$ cat src/design/rsc_pkg.sv
package rsc_pkg;

  // field widths
  localparam int LOAD_BITS = 16;
  localparam int TIME_BITS = 32;
  localparam int FUNC_W    = 2;

  // exact widths of intermediate sums before clamping
  localparam int LOAD_WIDE = LOAD_BITS + 1;
  localparam int WIDE_BITS = TIME_BITS + 2;

  // stream packing
  localparam int IN_BITS    = 2 * LOAD_BITS + 6 * TIME_BITS - 1;
  localparam int IN_DATA_W  = ((IN_BITS + 7) / 8) * 8;
  localparam int OUT_BITS   = 2 * LOAD_BITS + 4 * TIME_BITS;
  localparam int OUT_DATA_W = ((OUT_BITS + 7) / 8) * 8;

  typedef enum logic [FUNC_W-1:0] {
    FUNC_LOAD    = 2'd0,
    FUNC_APPEND  = 2'd1,
    FUNC_PREPEND = 2'd2
  } func_t;

  // segment summary, lowest field in the lowest bits
  typedef struct packed {
    logic                        ok;
    logic signed [TIME_BITS-1:0] lb;
    logic signed [TIME_BITS-1:0] ef;
    logic        [TIME_BITS-2:0] dur;
    logic        [TIME_BITS-1:0] distance;
    logic signed [LOAD_BITS-1:0] peak;
    logic signed [LOAD_BITS-1:0] load;
  } seg_t;

  // one input item: segment plus joining edge
  typedef struct packed {
    logic [TIME_BITS-1:0] link_dist;
    logic [TIME_BITS-2:0] link_dur;
    seg_t                 seg;
  } link_item_t;

  // input register contents handed to the datapath
  typedef struct packed {
    logic       valid;
    func_t      func;
    link_item_t item;
  } stage_t;

  function automatic logic signed [LOAD_WIDE-1:0] sext_load(
    input logic signed [LOAD_BITS-1:0] v);
    return {v[LOAD_BITS-1], v};
  endfunction

  function automatic logic signed [WIDE_BITS-1:0] sext_time(
    input logic signed [TIME_BITS-1:0] v);
    return {{(WIDE_BITS-TIME_BITS){v[TIME_BITS-1]}}, v};
  endfunction

  function automatic logic signed [WIDE_BITS-1:0] zext_dur(
    input logic [TIME_BITS-2:0] v);
    return {{(WIDE_BITS-TIME_BITS+1){1'b0}}, v};
  endfunction

  function automatic logic [WIDE_BITS-1:0] zext_dist(input logic [TIME_BITS-1:0] v);
    return {{(WIDE_BITS-TIME_BITS){1'b0}}, v};
  endfunction

  // clamp to signed load range
  function automatic logic signed [LOAD_BITS-1:0] sat_load(
    input logic signed [LOAD_WIDE-1:0] v);
    logic signed [LOAD_BITS-1:0] r;
    if (v[LOAD_WIDE-1] == v[LOAD_BITS-1]) begin
      r = v[LOAD_BITS-1:0];
    end else if (v[LOAD_WIDE-1]) begin
      r = {1'b1, {(LOAD_BITS-1){1'b0}}};
    end else begin
      r = {1'b0, {(LOAD_BITS-1){1'b1}}};
    end
    return r;
  endfunction

  // clamp to signed time range
  function automatic logic signed [TIME_BITS-1:0] sat_time(
    input logic signed [WIDE_BITS-1:0] v);
    logic signed [TIME_BITS-1:0] r;
    if ((&v[WIDE_BITS-1:TIME_BITS-1]) || !(|v[WIDE_BITS-1:TIME_BITS-1])) begin
      r = v[TIME_BITS-1:0];
    end else if (v[WIDE_BITS-1]) begin
      r = {1'b1, {(TIME_BITS-1){1'b0}}};
    end else begin
      r = {1'b0, {(TIME_BITS-1){1'b1}}};
    end
    return r;
  endfunction

  // clamp nonnegative sums to the distance range
  function automatic logic [TIME_BITS-1:0] sat_dist(input logic [WIDE_BITS-1:0] v);
    logic [TIME_BITS-1:0] r;
    if (|v[WIDE_BITS-1:TIME_BITS]) begin
      r = {TIME_BITS{1'b1}};
    end else begin
      r = v[TIME_BITS-1:0];
    end
    return r;
  endfunction

  // clamp nonnegative sums to the duration range
  function automatic logic [TIME_BITS-2:0] sat_dur(input logic [WIDE_BITS-1:0] v);
    logic [TIME_BITS-2:0] r;
    if (|v[WIDE_BITS-1:TIME_BITS-1]) begin
      r = {(TIME_BITS-1){1'b1}};
    end else begin
      r = v[TIME_BITS-2:0];
    end
    return r;
  endfunction

endpackage

$ cat src/design/rsc_in_stage.sv
module rsc_in_stage (
  input  logic                           clk,
  input  logic                           rst,
  input  logic                           s_tvalid,
  output logic                           s_tready,
  // lsb up: item_load, item_peak_load, item_distance, item_duration,
  // item_earliest_finish, item_latest_begin, item_window_ok,
  // edge_duration, edge_distance, zero pad
  input  logic [rsc_pkg::IN_DATA_W-1:0]  s_tdata,
  // func
  input  logic [rsc_pkg::FUNC_W-1:0]     s_tuser,
  input  logic                           take,
  output rsc_pkg::stage_t                stg
);

  logic                valid;
  rsc_pkg::func_t      func;
  rsc_pkg::link_item_t item;

  // free when empty or when the held beat moves on this cycle
  assign s_tready = !valid || take;

  // occupancy
  always_ff @(posedge clk) begin
    if (rst) begin
      valid <= 1'b0;
    end else if (s_tready) begin
      valid <= s_tvalid;
    end
  end

  // payload capture
  always_ff @(posedge clk) begin
    if (s_tvalid && s_tready) begin
      func <= rsc_pkg::func_t'(s_tuser);
      item <= rsc_pkg::link_item_t'(s_tdata[rsc_pkg::IN_BITS-1:0]);
    end
  end

  assign stg = '{valid: valid, func: func, item: item};

endmodule

$ cat src/design/rsc_join.sv
module rsc_join (
  input  rsc_pkg::func_t      func,
  input  rsc_pkg::link_item_t item,
  input  rsc_pkg::seg_t       kept,
  output rsc_pkg::seg_t       next_seg
);

  rsc_pkg::seg_t a;
  rsc_pkg::seg_t b;
  rsc_pkg::seg_t joined;

  logic signed [rsc_pkg::LOAD_WIDE-1:0] load_sum;
  logic signed [rsc_pkg::LOAD_WIDE-1:0] peak_alt;
  logic signed [rsc_pkg::LOAD_WIDE-1:0] peak_a;
  logic signed [rsc_pkg::WIDE_BITS-1:0] ef_arrive;
  logic signed [rsc_pkg::WIDE_BITS-1:0] ef_sum;
  logic signed [rsc_pkg::WIDE_BITS-1:0] ef_b;
  logic signed [rsc_pkg::WIDE_BITS-1:0] lb_a;
  logic signed [rsc_pkg::WIDE_BITS-1:0] lb_b;
  logic signed [rsc_pkg::WIDE_BITS-1:0] lb_diff;
  logic        [rsc_pkg::WIDE_BITS-1:0] dist_sum;
  logic        [rsc_pkg::WIDE_BITS-1:0] dur_sum;

  // order the two segments: prepend puts the item first
  always_comb begin
    if (func == rsc_pkg::FUNC_PREPEND) begin
      a = item.seg;
      b = kept;
    end else begin
      a = kept;
      b = item.seg;
    end
  end

  // a then b across the joining edge, exact sums then clamp
  always_comb begin
    load_sum  = rsc_pkg::sext_load(a.load) + rsc_pkg::sext_load(b.load);
    peak_alt  = rsc_pkg::sext_load(a.load) + rsc_pkg::sext_load(b.peak);
    peak_a    = rsc_pkg::sext_load(a.peak);
    ef_arrive = rsc_pkg::sext_time(a.ef) + rsc_pkg::zext_dur(item.link_dur);
    ef_sum    = ef_arrive + rsc_pkg::zext_dur(b.dur);
    ef_b      = rsc_pkg::sext_time(b.ef);
    lb_a      = rsc_pkg::sext_time(a.lb);
    lb_b      = rsc_pkg::sext_time(b.lb);
    lb_diff   = lb_b - rsc_pkg::zext_dur(item.link_dur) - rsc_pkg::zext_dur(a.dur);
    dist_sum  = rsc_pkg::zext_dist(a.distance) + rsc_pkg::zext_dist(item.link_dist)
              + rsc_pkg::zext_dist(b.distance);
    dur_sum   = rsc_pkg::zext_dur(a.dur) + rsc_pkg::zext_dur(item.link_dur)
              + rsc_pkg::zext_dur(b.dur);

    joined.load     = rsc_pkg::sat_load(load_sum);
    joined.peak     = rsc_pkg::sat_load((peak_a > peak_alt) ? peak_a : peak_alt);
    joined.ok       = a.ok && b.ok && (ef_arrive <= lb_b);
    joined.ef       = rsc_pkg::sat_time((ef_sum > ef_b) ? ef_sum : ef_b);
    joined.lb       = rsc_pkg::sat_time((lb_a < lb_diff) ? lb_a : lb_diff);
    joined.distance = rsc_pkg::sat_dist(dist_sum);
    joined.dur      = rsc_pkg::sat_dur(dur_sum);
  end

  // operation select, unused code keeps the summary
  always_comb begin
    unique case (func)
      rsc_pkg::FUNC_LOAD:    next_seg = item.seg;
      rsc_pkg::FUNC_APPEND:  next_seg = joined;
      rsc_pkg::FUNC_PREPEND: next_seg = joined;
      default:               next_seg = kept;
    endcase
  end

endmodule

$ cat src/design/route_segment_concat.sv
// route segment concatenation
// keeps one route summary; each beat loads, appends or prepends one segment.
// input stream s_*: tuser carries func (load, append, prepend), tdata the item
// segment summary and the joining edge. output stream m_*: tdata carries the
// new kept summary, one result beat for every input beat, in order.
// path: an accepted beat is held in the input register, combined with the
// kept summary and written to the result register, which raises m_tvalid.
// throughput: one beat per cycle while m_* is not stalled; the kept summary is
// the result register and feeds the next combine directly, so back-to-back
// beats chain without gaps. the adder, compare and clamp logic between the
// input register and the result register sets the clock-to-clock path.
// stall: while m_tvalid is high and m_tready low, the result holds, one more
// beat may wait in the input register, then s_tready drops.
// reset: both registers empty; kept summary returns to zero load, peak,
// distance, duration and earliest finish, latest begin at the most positive
// value and the window flag set.
module route_segment_concat (
  input  logic                           clk,
  input  logic                           rst,
  input  logic                           s_tvalid,
  output logic                           s_tready,
  // lsb up: item_load, item_peak_load, item_distance, item_duration,
  // item_earliest_finish, item_latest_begin, item_window_ok,
  // edge_duration, edge_distance, zero pad
  input  logic [rsc_pkg::IN_DATA_W-1:0]  s_tdata,
  // func
  input  logic [rsc_pkg::FUNC_W-1:0]     s_tuser,
  output logic                           m_tvalid,
  input  logic                           m_tready,
  // lsb up: out_load, out_peak_load, out_distance, out_duration,
  // out_earliest_finish, out_latest_begin, out_window_ok
  output logic [rsc_pkg::OUT_DATA_W-1:0] m_tdata
);

  localparam rsc_pkg::seg_t KEPT_RESET = '{
    ok:       1'b1,
    lb:       {1'b0, {(rsc_pkg::TIME_BITS-1){1'b1}}},
    ef:       '0,
    dur:      '0,
    distance: '0,
    peak:     '0,
    load:     '0
  };

  rsc_pkg::stage_t stg;
  rsc_pkg::seg_t   kept;
  rsc_pkg::seg_t   kept_next;
  logic            advance;

  // move the held beat when the result slot frees up
  assign advance = stg.valid && (!m_tvalid || m_tready);

  rsc_in_stage u_in (
    .clk      (clk),
    .rst      (rst),
    .s_tvalid (s_tvalid),
    .s_tready (s_tready),
    .s_tdata  (s_tdata),
    .s_tuser  (s_tuser),
    .take     (advance),
    .stg      (stg)
  );

  rsc_join u_join (
    .func     (stg.func),
    .item     (stg.item),
    .kept     (kept),
    .next_seg (kept_next)
  );

  // kept summary doubles as the result register
  always_ff @(posedge clk) begin
    if (rst) begin
      kept     <= KEPT_RESET;
      m_tvalid <= 1'b0;
    end else if (advance) begin
      kept     <= kept_next;
      m_tvalid <= 1'b1;
    end else if (m_tready) begin
      m_tvalid <= 1'b0;
    end
  end

  assign m_tdata = rsc_pkg::OUT_DATA_W'(kept);

  // reset empties both registers
  a_reset_empty: assert property (@(posedge clk)
    rst |=> !m_tvalid && s_tready)
    else $error("registers not empty after reset");

  // kept summary only moves with a beat
  a_kept_hold: assert property (@(posedge clk) disable iff (rst)
    !advance |=> $stable(kept))
    else $error("kept summary changed without a beat");

  // load replaces the summary with the item
  a_load_copy: assert property (@(posedge clk) disable iff (rst)
    advance && stg.func == rsc_pkg::FUNC_LOAD |=> kept == $past(stg.item.seg))
    else $error("load did not copy the item segment");

  // input side only stalls while a beat is held
  a_ready_full: assert property (@(posedge clk) disable iff (rst)
    !s_tready |-> stg.valid && m_tvalid && !m_tready)
    else $error("input stalled with room to take a beat");

endmodule
$ cat config.mk
export PLATFORM = sky130hd
export DESIGN_NAME = route_segment_concat
export DESIGN_NICKNAME = d
export VERILOG_FILES = /design/src/design/rsc_pkg.sv /design/src/design/rsc_in_stage.sv /design/src/design/rsc_join.sv /design/src/design/route_segment_concat.sv
export SDC_FILE = /design/constraint.sdc
export NUM_CORES = 1
export LEC_CHECK = 0
export BUFFER_PORTS_ARGS = -buffer_cell sky130_fd_sc_hd__buf_4
export CORE_ASPECT_RATIO = 1.25
export CORE_MARGIN = 3
export CORE_UTILIZATION = 25
export CTS_BUF_LIST = sky130_fd_sc_hd__clkbuf_8
export DETAILED_ROUTE_END_ITERATION = 10
export GPL_TIMING_DRIVEN = 0
export HOLD_SLACK_MARGIN = 0.02
export PLACE_DENSITY_LB_ADDON = 0.05
export SLEW_MARGIN = 10
export SYNTH_ARGS = -nofsm -noshare
export SYNTH_HDL_FRONTEND = slang
export SYNTH_HIERARCHICAL = 1
export SYNTH_SLANG_ARGS = --single-unit
$ cat constraint.sdc
create_clock -name clk -period 8.9 [get_ports clk]
set_clock_uncertainty 0.05 [all_clocks]
set_input_delay 2.67 -clock clk [delete_from_list [all_inputs] [get_ports clk]]
set_output_delay 2.67 -clock clk [all_outputs]
set_load 0.02 [all_outputs]
# Word level (Yosys, flattened, before mapping)
# Index checks and enable logic that the tools add are counted.
# W data, S select, Z words.
[word_totals]
input_bits = 230
out_inout_bits = 162
register_bits = 387
word_cells = 78
[classes]
n_mux = 18
order_cmp = 4
n_reduce_logical = 23
n_eq_ne = 4
add_sub_neg = 10
[ops]
columns = ["cell", "count"]
rows = [
  ["$mux W160", 2],
  ["$pmux W160 S2", 1],
  ["$mux W32", 5],
  ["$add A34 B32 Y34", 2],
  ["$mux W34", 2],
  ["$add A32 B32 Y33", 2],
  ["$mux W16", 4],
  ["$add A16 B16 Y17", 2],
  ["$add A33 B32 Y34", 1],
  ["$gt A34 B32 Y1", 1],
  ["$lt A32 B34 Y1", 1],
  ["$sub A34 B32 Y34", 1],
  ["$le A33 B32 Y1", 1],
  ["$sub A32 B32 Y33", 1],
  ["$add A31 B31 Y32", 1],
  ["$mux W31", 1],
  ["$gt A16 B17 Y1", 1],
  ["$mux W17", 1],
  ["$reduce_or A3 Y1", 3],
  ["$reduce_and A3 Y1", 2],
  ["$logic_and A1 B1 Y1", 4],
  ["$logic_not A1 Y1", 4],
  ["$logic_or A1 B1 Y1", 4],
  ["$reduce_bool A2 Y1", 2],
  ["other kinds (7)", 10],
]

# Depth between registers and ports, before layout
[logic_depth]
depth_word = 11
depth_mapped = 46
mapped_depth_nobuf = 37

# Cells and area by module
# The synthesis kept the hierarchy.
[by_module_without_submodules]
columns = ["module", "area_per_inst_um2", "seq_area_each_um2", "n_inst", "cells_each"]
rows = [
  ["rsc_join", 21132.8, 0.0, 1, 2837],
  ["route_segment_concat", 7043.0, 3223.1, 1, 699],
  ["rsc_in_stage", 6819.0, 6776.5, 1, 231],
]

# Least setup slack after synthesis
# Ideal clock, no wire load.
[synth_path]
path_kind = "register to register"
start = "reg u_in.func[0]"
end = "reg m_tdata[112] (netlist name)"
required_ps = 8778
setup_slack_ps = -199
synth_period_minus_slack_ps = 9099
setup_time_ps = 72
arrival_ps = 8977
n_path_buf = 8
path_stages_with_launch = 45
cell_sequence = "edfxtp_1 inv_1 ha_1 buf_4 buf_4 clkbuf_1 clkbuf_1 clkbuf_1 clkbuf_1 mux2_2 ha_1 a211o_1 a2111oi_2 o31a_1 o211ai_1 a21oi_2 nor2b_1 o21a_1 (+9 left out) a21oi_2 o21ba_2 o21ai_0 a21oi_1 nand2_1 xnor2_1 ha_1 nand4_1 nor2_1 and4b_1 a311o_2 a21oi_4 or4b_4 buf_6 buf_8 o221ai_2 nand2b_1 mux2i_1"
[synth_rtl]
columns = ["item", "line", "text"]
rows = [
  ["from (decl)", "rsc_in_stage.sv:17", "rsc_pkg::func_t func;"],
  ["from (signal assigned)", "rsc_in_stage.sv:35", "func <= rsc_pkg::func_t'(s_tuser);"],
]

==> impl_metrics.py <==
metrics = {
    "critical_path": {
        "critPathTopFamily": "compound AO/OA/AOI/OAI gates",
        "cpPeakStageDelay_ps": 650,
        "worstSetupPathType": "reg2reg",
        "r2r_slack_ps": 340,
        "worstSetupStartpointType": "flop",
        "cp_data_required_time_ps": 9560,
        "path_depth": 40,
        "cpMostUsedCell": "a21oi_4",
        "crit_fanout": 10,
        "worst_setup_path_end_kind": "flop",
        "cp_data_arrival_time_ps": 9220,
        "crit_slowest_cell": "or4b_4",
        "ff2ff_path_depth": 40,
        "critPathBufInv": 5,
    },
    "pwr": {
        "p_sw_mw": 4.47,
        "power_frac_seq_pct": 23.2,
        "power.internal_mw": 5.43,
        "power_frac_comb_pct": 56.9,
        "p_leak_nw": 17.5,
        "ir_drop_mv": 0.114,
        "p_per_area_mw_per_mm2": 231,
        "p_clk_share_pct": 19.9,
        "switching_share_pct": 45.2,
    },
    "timing": {
        "slew_headroom_pct": 16.6,
        "fin_crit_sh_pct": 96.2,
        "worst_slew_pin_slew_ps": 1250,
        "period_minus_slack_ps": 8560,
        "clock.fmax_mhz": 117,
        "hold_viol": 0,
        "finalSetupViolCount": 0,
        "timing.final.max_slew_violations": 0,
    },
    "synthesis": {
        "synth_top_family_by_area": "compound AO/OA/AOI/OAI gates",
        "netlist_instances": 3767,
        "yosys_warnings": 6,
        "yosysUniqueCellTypes": 100,
        "synth.mux.area_fraction_pct": 12.1,
        "syn_area_per_cell_um2": 9.29,
        "synth_nets": 4404,
        "synth_seq_cells": 387,
        "synthArstFlopShare_pct": 0,
        "synth_xor_area_share_pct": 4.17,
        "synth-seq-area-share_pct": 28.6,
        "synth_edf_count": 225,
        "synth_area_mm2": 0.0350,
        "synth_compound_area_share_pct": 18.2,
        "synthAdderAreaFrac_pct": 16.8,
        "ys.flop_type": "edfxtp_1",
        "synth_simple_gate_area_share_pct": 15.9,
    },
    "floorplan": {
        "fp-row-count": 152,
        "ios": 392,
        "dieArea_mm2": 0.145,
        "die_w_um": 341,
        "dieHeight_um": 424,
        "initial_core_util_pct": 25.3,
        "core_mm2": 0.138,
    },
    "cells_and_area": {
        "drive_gt1_share_pct": 20.4,
        "nNetsFinal": 4924,
        "area_growth_pct": 22.6,
        "final_cell_mix": "447 x buf_4, 315 x nand2_1, 300 x ha_1",
        "final_cell_area_mm2": 0.0429,
        "mostFrequentLayoutCell": "buf_4",
        "num-fill-cells": 14804,
        "post-route-util_pct": 31.0,
    },
    "clocking": {
        "cts_tree": "yes",
        "cts-root-buf": "clkbuf_8",
        "cts_num_sinks": 387,
        "htreeDepth": 3,
        "clock_path_buffers": 3,
        "insertion_delay_ps": 820,
        "clkTransAtPathRegs_ps": 60,
        "cts_buffers": 81,
    },
    "worst_hold_path": {
        "min_path_cells": 2,
        "hp-class": "reg2reg",
    },
    "placement": {
        "gp_congestion": 0.891,
        "numPortBuffers": 390,
        "dp_hpwl_um": 125000,
        "placed_cell_area_mm2": 0.0404,
    },
    "global_routing": {
        "antenna_found_initial": 12,
        "grt_max_degree": 54,
        "grt_overflow_total": 0,
        "grt_pass1_wl_um": 221000,
        "track_usage_pct": 21.0,
        "grt_pass1_vias": 31566,
    },
    "run": {
        "max_cap_viol_count": 0,
    },
    "drt": {
        "antenna_left": 0,
        "via_per_inst": 4.84,
        "drt_iter0_drc": 1466,
        "drc": 0,
        "wl_um": 155000,
        "post_drt_wl_per_cell_um": 24.9,
        "dr.pass1.iters": 5,
        "vias": 30031,
    },
    "outcome": {
        "outcome": "finished, final reports clean",
    },
}
## synthesized netlist by cell type (5+ instances only)
master       n  share of area (%)
a2111oi_0    6               0.15
a211oi_1    19               0.41
a21boi_0    16               0.34
a21o_1      89                1.9
a21oi_1    229                3.3
a21oi_2      6               0.15
a2bb2oi_1   14               0.35
a31oi_1     30               0.54
and2_1       9               0.16
and3_1      58                1.0
buf_1       11               0.12
buf_2        9               0.13
buf_4       15               0.32
buf_8       12               0.51
clkbuf_1   133                1.4
dfxtp_1    162                9.3
edfxtp_1   225                 19
fa_1       100                5.7
ha_1       307                 11
inv_1      155                1.7
mux2_2     168                5.4
mux2i_1    233                6.7
nand2_1    315                3.4
nand2b_1   284                5.1
nand3_1     43               0.61
nand4_1     34               0.61
nor2_1     269                2.9
nor2b_1     38               0.68
nor3_1      34               0.49
o2111ai_1    5               0.13
o211ai_1   114                2.4
o21a_1      45               0.97
o21ai_0    216                3.1
o21ai_1      6              0.086
o21bai_1    23               0.49
o221ai_1     7               0.18
o221ai_2    31                1.3
o31a_1       6               0.15
o31ai_1     15               0.32
o41ai_1      6               0.15
or3_1        7               0.13
xnor2_1    113                2.8
xor2_1      46                1.2
## metal layers
metal | share of wire, % | vias up | track usage, %
met2 | 49 | 641 | 37.1
met1 | 43 | 14503 | 25.4
met3 | 4.3 | 182 | 3.56
li1 | - | 14701 | -
met5 | 0.017 | - | 0
met4 | 3.9 | 4 | 8.12
## final timing paths
kind | start | endpoint
max | u_in/func[0] | m_tdata[99]
min | u_in/valid | u_in/valid
max reg2reg | u_in/func[0] | m_tdata[99]
min reg2reg | u_in/valid | u_in/valid
## metrics by stage
stage | setup TNS (ps) | setup WS [ps] | total power [mW] | cells | hold slack [ps]
3_3_place_gp | -261420 | -3880 | 7.76 | 6005 | 447
6_report | 0 | 339 | 9.91 | 6209 | 458
3_5_place_dp | -225180 | -3530 | 7.75 | 6009 | 449
2_1_floorplan | 0 | 31.3 | 6.05 | 3767 | 475
5_1_grt | -42.3 | -9.76 | 10.8 | 6205 | 484
4_1_cts | 0 | 0.552 | 9.96 | 6184 | 460
## worst register-to-register path: cells and delay by family (launching register included)
family | cells | cell delay, ps
buffers and inverters | 5 | 810
XOR/XNOR | 2 | 290
adder cells (fa/ha/maj) | 4 | 1020
multiplexers | 2 | 530
AND/OR/NAND/NOR | 9 | 1830
flip-flops | 1 | 430
AO/OA/AOI/OAI | 18 | 3540
## area by class of cell
type | count | area (um2) | area share (%)
Clock buffer | 87 | 1200 | 2.79
Multi-Input combinational cell | 3038 | 23800 | 55.4
Tap cell | 1848 | 2310 | 5.39
Sequential cell | 387 | 10000 | 23.3
Timing Repair Buffer | 443 | 3460 | 8.07
Antenna cell | 6 | 15.0 | 0.0350
Clock inverter | 64 | 412 | 0.960
Inverter | 156 | 586 | 1.37
Buffer | 180 | 1130 | 2.64
## power by group through the flow
stage	combinational (mW)	sequential (mW)	clock [mW]
floorplan	3.70	2.35	0
global placement	5.42	2.34	0
detailed placement	5.42	2.33	0
CTS	5.56	2.30	2.10
global route	6.25	2.33	2.17
finish	5.64	2.30	1.97
## kinds of logic (layout without fill, tap and decap cells)
group                      count (synthesis)  in the layout
other                                      0              6
xor gates and xnor gates                 163            163
AOI/OAI and AO/OA                        941            941
muxes                                    401            401
adders and majority gates                409            409
and+or+nand+nor                         1124           1124
DFF                                      387            387
buffers and inverters                    342            930
## flip-flops by register name, indices dropped and copies added (netlist names)
register    flops
u_in/valid      1
u_in/stg      223
m_tdata       160
m_tvalid        1
u_in/func       2
## repair_timing
| item | CTS | global route |
|---|---|---|
| resized for setup | 77 | 46 |
| cloned | 0 | 3 |
| setup buffers | 25 | 21 |
| hold buffers | 0 | 0 |
| setup endpoints to repair | 81 | 63 |
| pin swaps | 20 | 33 |
| endpoints found under the hold margin | 0 | 0 |
Power figures use the tool's default switching activity.
